**config.mk**
```make
export PLATFORM = sky130hd
export DESIGN_NAME = link_reconnect_backoff_supervisor_unit
export DESIGN_NICKNAME = d
export VERILOG_FILES = /design/src/design/lrbs_pkg.sv /design/src/design/lrbs_backoff.sv /design/src/design/lrbs_core.sv /design/src/design/link_reconnect_backoff_supervisor_unit.sv
export SDC_FILE = /design/constraint.sdc
export NUM_CORES = 1
export LEC_CHECK = 0
export ABC_AREA = 1
export BUFFER_PORTS_ARGS = -buffer_cell sky130_fd_sc_hd__buf_2
export CORE_MARGIN = 1.5
export CORE_UTILIZATION = 45
export CTS_BUF_LIST = sky130_fd_sc_hd__clkbuf_8
export CTS_CLUSTER_DIAMETER = 100
export DETAILED_ROUTE_END_ITERATION = 12
export PLACE_DENSITY = 0.64
export SYNTH_ARGS = -nofsm -noshare
export SYNTH_HDL_FRONTEND = slang
export SYNTH_HIERARCHICAL = 1
export SYNTH_SLANG_ARGS = --single-unit
```
**constraint.sdc**
```tcl
create_clock -name clk -period 13.2 [get_ports clk]
set_clock_uncertainty 0.2 [all_clocks]
set_input_delay 1.32 -clock clk [delete_from_list [all_inputs] [get_ports clk]]
set_output_delay 1.32 -clock clk [all_outputs]
set_load 0.05 [all_outputs]
```
**src/design/lrbs_pkg.sv**
```systemverilog
// Shared types and constants for the link reconnect backoff supervisor.
package lrbs_pkg;

  typedef enum logic [2:0] {
    MODE_BOOT       = 3'd0,
    MODE_CONNECTING = 3'd1,
    MODE_CONNECTED  = 3'd2,
    MODE_BACKOFF    = 3'd3,
    MODE_FAILED     = 3'd4
  } mode_t;

  typedef enum logic [1:0] {
    OP_CHECK      = 2'd0,
    OP_ADDR       = 2'd1,
    OP_DISCONNECT = 2'd2,
    OP_START      = 2'd3
  } op_t;

  localparam int unsigned CfgAddrW = 3;
  localparam int unsigned CfgDataW = 24;

  localparam logic [CfgAddrW-1:0] CFG_CONNECT_TIMEOUT = 3'd0;
  localparam logic [CfgAddrW-1:0] CFG_MAX_ATTEMPTS    = 3'd1;
  localparam logic [CfgAddrW-1:0] CFG_BACKOFF_BASE    = 3'd2;
  localparam logic [CfgAddrW-1:0] CFG_BACKOFF_MAX     = 3'd3;
  localparam logic [CfgAddrW-1:0] CFG_LINK_LOST       = 3'd4;
  localparam logic [CfgAddrW-1:0] CFG_FAIL_HOLD       = 3'd5;

  localparam logic [23:0] RST_CONNECT_TIMEOUT = 24'd15000;
  localparam logic [7:0]  RST_MAX_ATTEMPTS    = 8'd10;
  localparam logic [23:0] RST_BACKOFF_BASE    = 24'd1000;
  localparam logic [23:0] RST_BACKOFF_MAX     = 24'd60000;
  localparam logic [23:0] RST_LINK_LOST       = 24'd3000;
  localparam logic [23:0] RST_FAIL_HOLD       = 24'd3000;

  typedef struct packed {
    logic [23:0] connect_timeout_ms;
    logic [7:0]  max_attempts;
    logic [23:0] backoff_base_ms;
    logic [23:0] backoff_max_ms;
    logic [23:0] link_lost_ms;
    logic [23:0] fail_hold_ms;
  } cfg_t;

  typedef struct packed {
    logic [1:0]  op;
    logic [31:0] now_ms;
    logic        link_up;
    logic        provisioning;
  } in_item_t;

  typedef struct packed {
    logic [2:0]  mode;
    logic        connect_request;
    logic        dhcp_restart;
    logic        reboot_request;
    logic        link_ok;
    logic [7:0]  attempt_count;
    logic [23:0] backoff_ms;
  } out_item_t;

endpackage

```
**src/design/lrbs_backoff.sv**
```systemverilog
// Backoff delay: base shifted by attempt index, saturated at the ceiling.
module lrbs_backoff (
  input  logic [7:0]  shift,
  input  logic [23:0] base_ms,
  input  logic [23:0] max_ms,
  output logic [23:0] delay_ms
);
  import lrbs_pkg::*;

  localparam int unsigned ValW = 24;
  localparam int unsigned ShW  = $clog2(ValW);

  logic [2*ValW-1:0] shifted;

  assign shifted = {{ValW{1'b0}}, base_ms} << shift[ShW-1:0];

  always_comb begin
    if (base_ms == '0) begin
      delay_ms = '0;
    end else if (shift >= 8'(ValW)) begin
      // any nonzero base shifted this far exceeds every 24-bit ceiling
      delay_ms = max_ms;
    end else if (shifted > {{ValW{1'b0}}, max_ms}) begin
      delay_ms = max_ms;
    end else begin
      delay_ms = shifted[ValW-1:0];
    end
  end

endmodule

```
**src/design/lrbs_core.sv**
```systemverilog
// Supervisor state registers and per-item update logic.
module lrbs_core (
  input  logic                clk,
  input  logic                rst_n,
  input  logic                step,
  input  lrbs_pkg::in_item_t  item,
  input  lrbs_pkg::cfg_t      cfg,
  output lrbs_pkg::out_item_t result
);
  import lrbs_pkg::*;

  mode_t       mode_r, mode_nxt;
  logic [7:0]  attempts_r, attempts_nxt;
  logic [23:0] backoff_r, backoff_nxt;
  logic [31:0] entry_r, entry_nxt;
  logic [1:0]  dhcp_cnt_r, dhcp_cnt_nxt;
  logic        link_ok_r, link_ok_nxt;

  logic [31:0] elapsed;
  logic        timeout, lost, chk;
  logic        start_go, addr_go, disc_go, conn_dhcp, conn_fail, bo_go, reboot;
  logic [7:0]  attempts_inc;
  logic        fail_hit;
  logic [23:0] backoff_calc;

  assign elapsed      = item.now_ms - entry_r;
  assign timeout      = elapsed >= {8'b0, cfg.connect_timeout_ms};
  assign lost         = elapsed > {8'b0, cfg.link_lost_ms};
  assign attempts_inc = (attempts_r == 8'hFF) ? attempts_r : attempts_r + 8'd1;
  assign fail_hit     = attempts_inc >= cfg.max_attempts;

  assign chk       = (op_t'(item.op) == OP_CHECK) && !item.provisioning;
  assign start_go  = (op_t'(item.op) == OP_START) && (mode_r == MODE_BOOT);
  assign addr_go   = (op_t'(item.op) == OP_ADDR);
  assign disc_go   = (op_t'(item.op) == OP_DISCONNECT) && !item.provisioning &&
                     (mode_r == MODE_CONNECTED);
  assign conn_dhcp = chk && (mode_r == MODE_CONNECTING) && item.link_up && timeout;
  assign conn_fail = chk && (mode_r == MODE_CONNECTING) && !item.link_up &&
                     (timeout || lost);
  assign bo_go     = chk && (mode_r == MODE_BACKOFF) &&
                     (elapsed >= {8'b0, backoff_r});
  assign reboot    = chk && (mode_r == MODE_FAILED) &&
                     (elapsed >= {8'b0, cfg.fail_hold_ms});

  lrbs_backoff u_backoff (
    .shift    (attempts_inc - 8'd1),
    .base_ms  (cfg.backoff_base_ms),
    .max_ms   (cfg.backoff_max_ms),
    .delay_ms (backoff_calc)
  );

  // next mode
  always_comb begin
    mode_nxt = mode_r;
    unique case (op_t'(item.op))
      OP_START:      if (start_go) mode_nxt = MODE_CONNECTING;
      OP_ADDR:       mode_nxt = MODE_CONNECTED;
      OP_DISCONNECT: if (disc_go) mode_nxt = MODE_CONNECTING;
      OP_CHECK: begin
        if (conn_fail) begin
          mode_nxt = fail_hit ? MODE_FAILED : MODE_BACKOFF;
        end else if (bo_go) begin
          mode_nxt = MODE_CONNECTING;
        end
      end
      default: mode_nxt = mode_r;
    endcase
  end

  // data registers and pulses
  always_comb begin
    attempts_nxt = attempts_r;
    backoff_nxt  = backoff_r;
    entry_nxt    = entry_r;
    dhcp_cnt_nxt = dhcp_cnt_r;
    link_ok_nxt  = link_ok_r;

    if (start_go || addr_go || disc_go || conn_fail || bo_go || conn_dhcp ||
        ((op_t'(item.op) == OP_CHECK) && item.provisioning)) begin
      entry_nxt = item.now_ms;
    end
    if (addr_go) begin
      attempts_nxt = '0;
      backoff_nxt  = '0;
      dhcp_cnt_nxt = '0;
      link_ok_nxt  = 1'b1;
    end
    if (op_t'(item.op) == OP_DISCONNECT) begin
      link_ok_nxt = 1'b0;
    end
    if (disc_go) begin
      attempts_nxt = '0;
    end
    if (conn_dhcp && (dhcp_cnt_r != 2'd2)) begin
      dhcp_cnt_nxt = dhcp_cnt_r + 2'd1;
    end
    if (conn_fail) begin
      dhcp_cnt_nxt = '0;
      attempts_nxt = attempts_inc;
      if (fail_hit) begin
        link_ok_nxt = 1'b0;
      end else begin
        backoff_nxt = backoff_calc;
      end
    end

    result.mode            = mode_nxt;
    result.connect_request = start_go || disc_go || bo_go;
    // restart only on the first timeout seen with the link up
    result.dhcp_restart    = conn_dhcp && (dhcp_cnt_r == 2'd0);
    result.reboot_request  = reboot;
    result.link_ok         = link_ok_nxt;
    result.attempt_count   = attempts_nxt;
    result.backoff_ms      = backoff_nxt;
  end

  always_ff @(posedge clk) begin
    if (!rst_n) begin
      mode_r     <= MODE_BOOT;
      attempts_r <= '0;
      backoff_r  <= '0;
      entry_r    <= '0;
      dhcp_cnt_r <= '0;
      link_ok_r  <= 1'b0;
    end else if (step) begin
      mode_r     <= mode_nxt;
      attempts_r <= attempts_nxt;
      backoff_r  <= backoff_nxt;
      entry_r    <= entry_nxt;
      dhcp_cnt_r <= dhcp_cnt_nxt;
      link_ok_r  <= link_ok_nxt;
    end
  end

endmodule

```
**src/design/link_reconnect_backoff_supervisor_unit.sv**
```systemverilog
// Link reconnect supervisor: input stage, config registers, result register.
// The input register captures each accepted item, then the result register captures the
// core's result and raises out_valid, which holds until out_ready takes the result.
// Throughput: one item per cycle unless out_ready stalls; state update: one core-logic pass.
// Reset (rst_n low, synchronous): supervisor state to boot and zero, config
// registers to their defaults, both stages empty.
module link_reconnect_backoff_supervisor_unit (
  input  logic                                clk,
  input  logic                                rst_n,
  input  logic                                in_valid,
  output logic                                in_ready,
  input  lrbs_pkg::in_item_t                  in_data,
  output logic                                out_valid,
  input  logic                                out_ready,
  output lrbs_pkg::out_item_t                 out_data,
  input  logic                                cfg_we,
  input  logic [lrbs_pkg::CfgAddrW-1:0]       cfg_addr,
  input  logic [lrbs_pkg::CfgDataW-1:0]       cfg_wdata
);
  import lrbs_pkg::*;

  cfg_t      cfg_r;
  logic      in_valid_r;
  in_item_t  in_data_r;
  logic      out_valid_r;
  out_item_t out_data_r;
  out_item_t result;
  logic      step;

  assign step     = in_valid_r && (!out_valid_r || out_ready);
  assign in_ready = !in_valid_r || step;

  always_ff @(posedge clk) begin
    if (!rst_n) begin
      cfg_r.connect_timeout_ms <= RST_CONNECT_TIMEOUT;
      cfg_r.max_attempts       <= RST_MAX_ATTEMPTS;
      cfg_r.backoff_base_ms    <= RST_BACKOFF_BASE;
      cfg_r.backoff_max_ms     <= RST_BACKOFF_MAX;
      cfg_r.link_lost_ms       <= RST_LINK_LOST;
      cfg_r.fail_hold_ms       <= RST_FAIL_HOLD;
    end else if (cfg_we) begin
      unique case (cfg_addr)
        CFG_CONNECT_TIMEOUT: cfg_r.connect_timeout_ms <= cfg_wdata;
        CFG_MAX_ATTEMPTS:    cfg_r.max_attempts       <= cfg_wdata[7:0];
        CFG_BACKOFF_BASE:    cfg_r.backoff_base_ms    <= cfg_wdata;
        CFG_BACKOFF_MAX:     cfg_r.backoff_max_ms     <= cfg_wdata;
        CFG_LINK_LOST:       cfg_r.link_lost_ms       <= cfg_wdata;
        CFG_FAIL_HOLD:       cfg_r.fail_hold_ms       <= cfg_wdata;
        default: ;
      endcase
    end
  end

  always_ff @(posedge clk) begin
    if (!rst_n) begin
      in_valid_r <= 1'b0;
    end else if (in_ready) begin
      in_valid_r <= in_valid;
    end
  end

  always_ff @(posedge clk) begin
    if (in_valid && in_ready) begin
      in_data_r <= in_data;
    end
  end

  lrbs_core u_core (
    .clk    (clk),
    .rst_n  (rst_n),
    .step   (step),
    .item   (in_data_r),
    .cfg    (cfg_r),
    .result (result)
  );

  always_ff @(posedge clk) begin
    if (!rst_n) begin
      out_valid_r <= 1'b0;
    end else if (step) begin
      out_valid_r <= 1'b1;
    end else if (out_ready) begin
      out_valid_r <= 1'b0;
    end
  end

  always_ff @(posedge clk) begin
    if (step) begin
      out_data_r <= result;
    end
  end

  assign out_valid = out_valid_r;
  assign out_data  = out_data_r;

endmodule

```
==> run summary, run 1 <==
• **P per Cell Area** 125.6 nW/um^2
• **maximum level of the CTS H-tree** 2
• **detailed router's first-iteration violation count** 1396
• **maximum number of pins on one net before global-route repair** 94
• **Register Area** 6256 um^2
• **number of slew-limit violations in the final report** 0
• **number of enable-type register cells in the synthesized netlist** 75
• **GR Layer Usage met2** 46.66%
• **result of the run** finished, final reports clean
• **flops & latches, synth** 275
• **final-layout setup total negative slack** 0 ns
• **clock tree root driver cell** sky130_fd_sc_hd__clkbuf_8
• **clock tree from TritonCTS** built
• **total wire length** 59.44 mm
• **DR vias** 18170
• **Filler Cell Count** 4206
• **average wire per cell in the routed design** 17.18 um
• **total global routing overflow** 0
• **fraction of layout cells with a size suffix above 1** 8.405%
• **hold-fix buffer count after cts** 0
• **net switching power** 989.6 uW
• **Req. time, crit path** 13.53 ns
• **max-capacitance violation count** 0
• **via count normalized by instance count** 5.253
• **most common flop cell mapped by yosys** sky130_fd_sc_hd__dfxtp_1
• **data arrival time of the worst path** 7.02 ns
• **Slowest Stage Delay on Critical Path** 0.55 ns
• **Worst VDD drop** 76.37 uV
• **number of antenna violations at the first check in global routing** 0
• **type of the worst setup path** flop to flop
• **Worst path most repeated cell** sky130_fd_sc_hd__nand2_1
• **Rows** 74
• **synthesis-to-finish area growth** 9.134%
• **wire length of the first global-routing pass** 93.32 mm
• **number of input and output port buffers inserted** 108
• **Final setup violation count** 0
• **CP bufs+invs** 5
• **count of boundary I/O pins** 109
• **family with the most delay on the worst path** simple AND/OR/NAND/NOR gates
• **measured slew at the worst slew-check pin** 1.216 ns
• **die outline height** 207.8 um
• **endpoint type of the worst setup path** flop
• **r2r setup slk** 6.50 ns
• **Stages on worst setup path** 30
• **cell type with the highest aggregate area in the netlist** sky130_fd_sc_hd__dfxtp_1
• **average footprint of a synthesized cell** 6.692 um^2
• **capture instance of the worst register-to-register path** u_core/backoff_r[9]
• **maximum clock insertion buffer count** 3
• **sequential share of the synthesized area** 33.14%
• **async set-or-reset flop fraction in the synthesized netlist** 0%
• **internal power component** 1599 uW
• **launching element of the worst setup path** u_core/attempts_r[1]
• **total standard cell area after synthesis** 18880 um^2
• **total setup buffers inserted after CTS** 0
• **post-synthesis cell count** 2821
• **routability-driven placement congestion ratio** 0.9508
• **net count after synthesis** 3053
• **crit path time final** 6.697 ns
• **count of distinct cell types in the synthesized netlist** 50
• **number of remaining DRC errors** 0
• **vias in the first global route** 17154
• **Worst R2R Start** u_core/attempts_r[1]
• **top cell types by occurrence after synthesis** sky130_fd_sc_hd__nand2_1 (746), sky130_fd_sc_hd__inv_1 (416), sky130_fd_sc_hd__nand3_1 (356)
• **combined global-route utilization of all metal layers** 27.31%
• **Initial Utilization** 45.92%
• **met1 track utilization from global routing** 35.34%
• **hold crit path type** flop to flop
• **global route hottest layer** met2
• **setup repair after global routing missed its margin** no
• **Max Clk Rate** 149.3 MHz
• **ant diodes** 0
• **fraction of power spent switching nets** 38.23%
• **worst slew margin relative to its limit** 18.83%
• **clock latency on the worst-skew pair** 0.64 ns
• **clock transition at the registers of the reported paths** 0.06 ns
• **Sink Count** 275
• **placed wire-length estimate after detailed placement** 44.29 mm
• **GRT met3 Usage** 3.858%
• **Register-to-Register Path Depth** 30
• **Net count, final** 3120
• **master of the slowest instance on the critical path** sky130_fd_sc_hd__nor2_4
• **number of nets still failing antenna checks after routing** 0
• **PostCTS Resize Cnt** 0
• **proportion of netlist area held by the largest area contributor** 21.21%
• **core occupancy in the finished layout** 50.11%
• **final clock period utilization by the worst path** 50.73%
• **post-layout instance count excluding filler cells** 3459
• **Hold Fails Final Rpt** 0
• **sort of element at the start of the critical path** flop
• **Clk network pwr share** 30.3%
• **biggest area contributors in the synthesized netlist** sky130_fd_sc_hd__dfxtp_1 (21%), sky130_fd_sc_hd__nand2_1 (15%), sky130_fd_sc_hd__edfxtp_1 (12%)
• **placeable core region** 41110 um^2
• **dominant cell by count in the synthesized netlist** sky130_fd_sc_hd__nand2_1
• **worst hold slack across all endpoints** 0.2545 ns
• **die footprint** 43190 um^2
• **number of buffers created by CTS** 49
• **x dimension of the die** 207.8 um
• **static power due to leakage** 0.01040 uW
• **Cell Count Post-Placement** 3369
• **critical path fanouts, max** 35
• **logic gate share of total power** 33.3%
• **drt first pass iters** 6
• **Sequential Power Share** 36.4%
• **number of warnings printed during yosys synthesis** 6
• **area taken by multi-input logic gates** 10460 um^2
• **end point of the critical path** u_core/backoff_r[9]
cell type report:
cell class / instances / area share, %
sequential: 275 / 30.37
clock buffer: 57 / 3.808
tap: 532 / 3.231
inverter: 424 / 7.738
clock inverter: 33 / 0.8260
timing repair buffer: 125 / 3.255
multi-input combinational: 2013 / 50.77
kinds of logic (layout without fill, tap and decap cells):
| kind of cell | after synthesis | after routing | synth area share [%] |
|---|---|---|---|
| AOI/OAI and AO/OA | 283 | 283 | 8.292 |
| xor gates and xnor gates | 35 | 35 | 1.624 |
| adders and majority gates | 164 | 164 | 10.91 |
| buffers and inverters | 533 | 639 | 11.64 |
| DFF | 275 | 275 | 33.14 |
| and+or+nand+nor | 1531 | 1531 | 34.39 |
power by group through the flow:
stage                     Sequential (uW)  Clock (uW)  Combinational [uW]
after floorplan                       968           0                 596
final                                 941         785                 863
after CTS                             941         802                 855
after detailed placement              958           0                 849
after global placement                958           0                 833
after global routing                  945         842                 971
worst reg2reg max path: cells and delay by family, from the launching register on:
kind / cells / cell delay [ns]
buf+inv: 5 / 1.34
xor+xnor: 2 / 0.30
simple gates: 16 / 2.77
fa+ha+maj: 3 / 0.80
compound gates: 4 / 0.78
flops: 1 / 0.40
routing by layer:
layer,vias to the layer above,routed length [um]
li1,9170,-
met1,8354,26200
met2,528,27770
met3,118,3568
met4,0,1907
met5,-,0
layout by cell type (no fill, tap or decap), drive strengths merged, types with 70 or more instances in the layout:
| cell type | Yosys | routed |
|---|---|---|
| nand2 | 755 | 755 |
| a21oi | 175 | 175 |
| edfxtp | 75 | 75 |
| ha | 163 | 163 |
| dfxtp | 200 | 200 |
| inv | 422 | 437 |
| o21ai | 70 | 70 |
| nand3 | 358 | 358 |
| buf | 77 | 125 |
| nor2 | 351 | 351 |
worst min path at each step:
stage | startpoint | to | slack [ns] | depth (start not counted)
2_1_floorplan | cfg_r[11] | cfg_r[11] | 0.23 | 2
3_3_place_gp | cfg_r[7] | cfg_r[7] | 0.24 | 2
3_5_place_dp | cfg_r[4] | cfg_r[4] | 0.25 | 2
4_1_cts | cfg_r[4] | cfg_r[4] | 0.26 | 2
5_1_grt | cfg_r[9] | cfg_r[9] | 0.28 | 2
6_report | cfg_r[4] | cfg_r[4] | 0.25 | 2
flip-flops by register name, summed over array words and instances, names as in the netlist:
signal,cells
u_core/entry_r,32
u_core/link_ok_r,1
u_core/attempts_r,8
out_data,39
cfg_r,128
u_core/backoff_r,24
out_valid,1
u_core/dhcp_cnt_r,2
in_data_r,36
u_core/mode_r,3
in_valid_r,1
per-stage QoR:
stage	total power (uW)	setup slack, ns	instance area, um^2
after floorplan	1563	8.506	18880
after CTS	2598	6.639	20600
final	2588	6.503	20600
after detailed placement	1807	6.685	19650
after global placement	1791	6.802	19650
after global routing	2758	5.749	20600
Note: power is estimated with default switching activity, not from simulation.
==> run 2, diff against run 1 <==
--- a/config.mk
+++ b/config.mk
@@ -12,7 +12,7 @@
 export CTS_BUF_LIST = sky130_fd_sc_hd__clkbuf_8
 export CTS_CLUSTER_DIAMETER = 100
 export DETAILED_ROUTE_END_ITERATION = 12
-export PLACE_DENSITY = 0.64
+export PLACE_DENSITY = 0.66
 export SYNTH_ARGS = -nofsm -noshare
 export SYNTH_HDL_FRONTEND = slang
 export SYNTH_HIERARCHICAL = 1
==> constraint.sdc (replaced) <==
create_clock -name clk -period 5.5 [get_ports clk]
set_clock_uncertainty 0.2 [all_clocks]
set_input_delay 0.55 -clock clk [delete_from_list [all_inputs] [get_ports clk]]
set_output_delay 0.55 -clock clk [all_outputs]
set_load 0.05 [all_outputs]
==> run 2 against run 1 <==
Total power grew to 2.5 times the previous value; via count increased by 3.2%; wire length grew 0.68%; sequential share of layout area decreased by 1.3 points; sequential power is 140% higher; final cell count up 2.4%; non-clock buffer count up 81; design area grew 4.4%; largest cell class unchanged; largest power group unchanged.
==> run summary, run 2 (synthesized netlist as in run 1, its figures left out) <==
• **result of the run** finished, final reports clean, unchanged
• **most used cells in the layout excluding fill and tap cells** sky130_fd_sc_hd__nand2_1 (745), sky130_fd_sc_hd__inv_1 (433), sky130_fd_sc_hd__nand3_1 (355), was sky130_fd_sc_hd__nand2_1 (746), sky130_fd_sc_hd__inv_1 (430), sky130_fd_sc_hd__nand3_1 (356)
• **placed wire-length estimate after detailed placement** 44.58 mm, was 44.29 mm
• **r2r setup slk** 0.41 ns, was 6.50 ns
• **area taken by multi-input logic gates** 10500 um^2, was 10460 um^2
• **placed cell areas** 19960 um^2, was 19650 um^2
• **number of slew-limit violations in the final report** 0, unchanged
• **Worst VDD drop** 183.6 uV, was 76.37 uV
• **clock tree from TritonCTS** built, unchanged
• **drt first pass iters** 6, unchanged
• **clock tree root driver cell** sky130_fd_sc_hd__clkbuf_8, unchanged
• **clock latency on the worst-skew pair** 0.64 ns, about the same
• **ant diodes** 0, unchanged
• **Clk network pwr share** 31.5%, was 30.3%
• **Filler Cell Count** 4044, was 4206
• **P per Cell Area** 304.4 nW/um^2, was 125.6 nW/um^2
• **combined global-route utilization of all metal layers** 27.48%, was 27.31%
• **detailed router's first-iteration violation count** 1299, was 1396
• **maximum clock insertion buffer count** 3, unchanged
• **worst slew margin relative to its limit** 20.16%, was 18.83%
• **max FFs per register** 128, unchanged
• **routability-driven placement congestion ratio** 0.9887, was 0.9508
• **via count normalized by instance count** 5.291, was 5.253
• **final design instance area without fill** 21510 um^2, was 20600 um^2
• **Max Clk Rate** 196.6 MHz, was 149.3 MHz
• **placeable core region** 41110 um^2, unchanged
• **Req. time, crit path** 5.82 ns, was 13.53 ns
• **capture instance of the worst register-to-register path** u_core/backoff_r[9], unchanged
• **Net count, final** 3202, was 3120
• **vias in the first global route** 17716, was 17154
• **maximum level of the CTS H-tree** 2, unchanged
• **total wire length** 59.84 mm, was 59.44 mm
• **largest reg by FF count** cfg_r, unchanged
• **clock transition at the registers of the reported paths** 0.06 ns, about the same
• **wire length of the first global-routing pass** 94.36 mm, was 93.32 mm
• **maximum number of pins on one net before global-route repair** 147, was 94
• **crit path time final** 5.087 ns, was 6.697 ns
• **logic gate share of total power** 34.0%, was 33.3%
• **Worst path most repeated cell** sky130_fd_sc_hd__nand2_1, unchanged
• **number of buffers created by CTS** 50, was 49
• **leading cell type in the layout, fill and taps excluded** sky130_fd_sc_hd__nand2_1, unchanged
• **hold crit path type** input port to flop, was flop to flop
• **Final setup violation count** 0, unchanged
• **fraction of layout cells with a size suffix above 1** 9.997%, was 8.405%
• **Sequential Power Share** 34.5%, was 36.4%
• **Slowest Stage Delay on Critical Path** 0.38 ns, was 0.55 ns
• **static power due to leakage** 0.01086 uW, was 0.01040 uW
• **post-layout instance count excluding filler cells** 3543, was 3459
• **number of nets still failing antenna checks after routing** 0, unchanged
• **Worst R2R Start** u_core/attempts_r[0], was u_core/attempts_r[1]
• **measured slew at the worst slew-check pin** 1.196 ns, was 1.216 ns
• **launching element of the worst setup path** u_core/attempts_r[0], was u_core/attempts_r[1]
• **Sink Count** 275, unchanged
• **Hold Fails Final Rpt** 0, unchanged
• **critical path fanouts, max** 25, was 35
• **number of input and output port buffers inserted** 108, unchanged
• **master of the slowest instance on the critical path** sky130_fd_sc_hd__nor4_1, was sky130_fd_sc_hd__nor2_4
• **total global routing overflow** 0, unchanged
• **die outline height** 207.8 um, unchanged
• **fraction of power spent switching nets** 37.24%, was 38.23%
• **end point of the critical path** u_core/backoff_r[9], unchanged
• **x dimension of the die** 207.8 um, unchanged
• **net switching power** 2438 uW, was 989.6 uW
• **internal power component** 4108 uW, was 1599 uW
• **DR vias** 18747, was 18170
• **endpoint type of the worst setup path** flop, unchanged
• **sort of element at the start of the critical path** flop, unchanged
• **die footprint** 43190 um^2, unchanged
• **final clock period utilization by the worst path** 92.49%, was 50.73%
• **count of boundary I/O pins** 109, unchanged
• **Cell Count Post-Placement** 3407, was 3369
• **final-layout setup total negative slack** 0 ns, unchanged
• **type of the worst setup path** flop to flop, unchanged
• **number of antenna violations at the first check in global routing** 0, unchanged
• **Rows** 74, unchanged
• **number of remaining DRC errors** 0, unchanged
• **data arrival time of the worst path** 5.40 ns, was 7.02 ns
• **synthesis-to-finish area growth** 13.93%, was 9.134%
• **Register-to-Register Path Depth** 32, was 30
• **Initial Utilization** 45.92%, unchanged
• **max-capacitance violation count** 0, unchanged
• **Register Area** 6256 um^2, unchanged
• **average wire per cell in the routed design** 16.89 um, was 17.18 um
run 2: cell types whose count changed in the layout (fill, tap and decap cells not counted), moves of 5 or more:
cell                            before  now
sky130_fd_sc_hd__dlygate4sd3_1       0   40
sky130_fd_sc_hd__buf_4              18   54
sky130_fd_sc_hd__clkinv_1           12    7
sky130_fd_sc_hd__o21ai_0            46   41
run 2: final cells by class:
class                      instances  area share [%]
inverter                         424           7.447
timing repair buffer             206           6.621
clock buffer                      57           3.648
sequential                       275           29.09
tap                              532           3.095
clock inverter                    36           1.286
multi-input combinational       2013           48.81
run 2: worst max-delay path: cells and delay by family, from the launching register on:
family | cells | cell delay (ns)
compound gates | 5 | 0.64
simple gates | 19 | 2.31
buf+inv | 4 | 0.56
flops | 1 | 0.35
fa+ha+maj | 3 | 0.71
xor+xnor | 1 | 0.20
run 2: worst min-delay path by stage:
stage / start / end / cells past startpoint
floorplan: cfg_r[11] / cfg_r[11] / 2
global placement: cfg_r[3] / cfg_r[3] / 2
detailed placement: cfg_r[4] / cfg_r[4] / 2
CTS: cfg_wdata[8] / cfg_r[32] / 3
global route: cfg_wdata[14] / cfg_r[62] / 3
finish: cfg_wdata[14] / cfg_r[62] / 3
run 2: per-stage QoR:
stage          hold WS, ns  total power [uW]  worst slack, ns  utilization, %
2_1_floorplan       0.2289              3752           0.9217               -
3_3_place_gp        0.2420              4392           0.1587           48.56
3_5_place_dp        0.2489              4446          0.04636           48.56
4_1_cts          0.0001653              6547          0.01968           52.12
5_1_grt            0.03007              6942         -0.02590           52.31
6_report           0.04180              6547           0.4131           52.31
run 2: timing repair:
| action | 4_1_cts | 5_1_grt |
|---|---|---|
| setup endpoints to repair | 0 | 48 |
| endpoints found under the hold margin | 41 | 0 |
| setup buffers | 0 | 3 |
| hold buffers | 40 | 0 |
| gates resized for setup | 0 | 24 |
run 2: power by group through the flow:
stage	sequential, uW	clock (uW)	combinational, uW
final	2260	2060	2230
after global routing	2270	2190	2480
after CTS	2260	2110	2180
after detailed placement	2300	0	2150
after global placement	2300	0	2100
after floorplan	2320	0	1430
run 2: routing by layer:
layer / GRT usage (%) / vias to the layer above / routed length (um)
li1: - / 9347 / -
met1: 35.59 / 8649 / 26350
met2: 45.70 / 611 / 27710
met3: 3.419 / 140 / 3363
met4: 12.64 / 0 / 2416
met5: 0 / - / 0
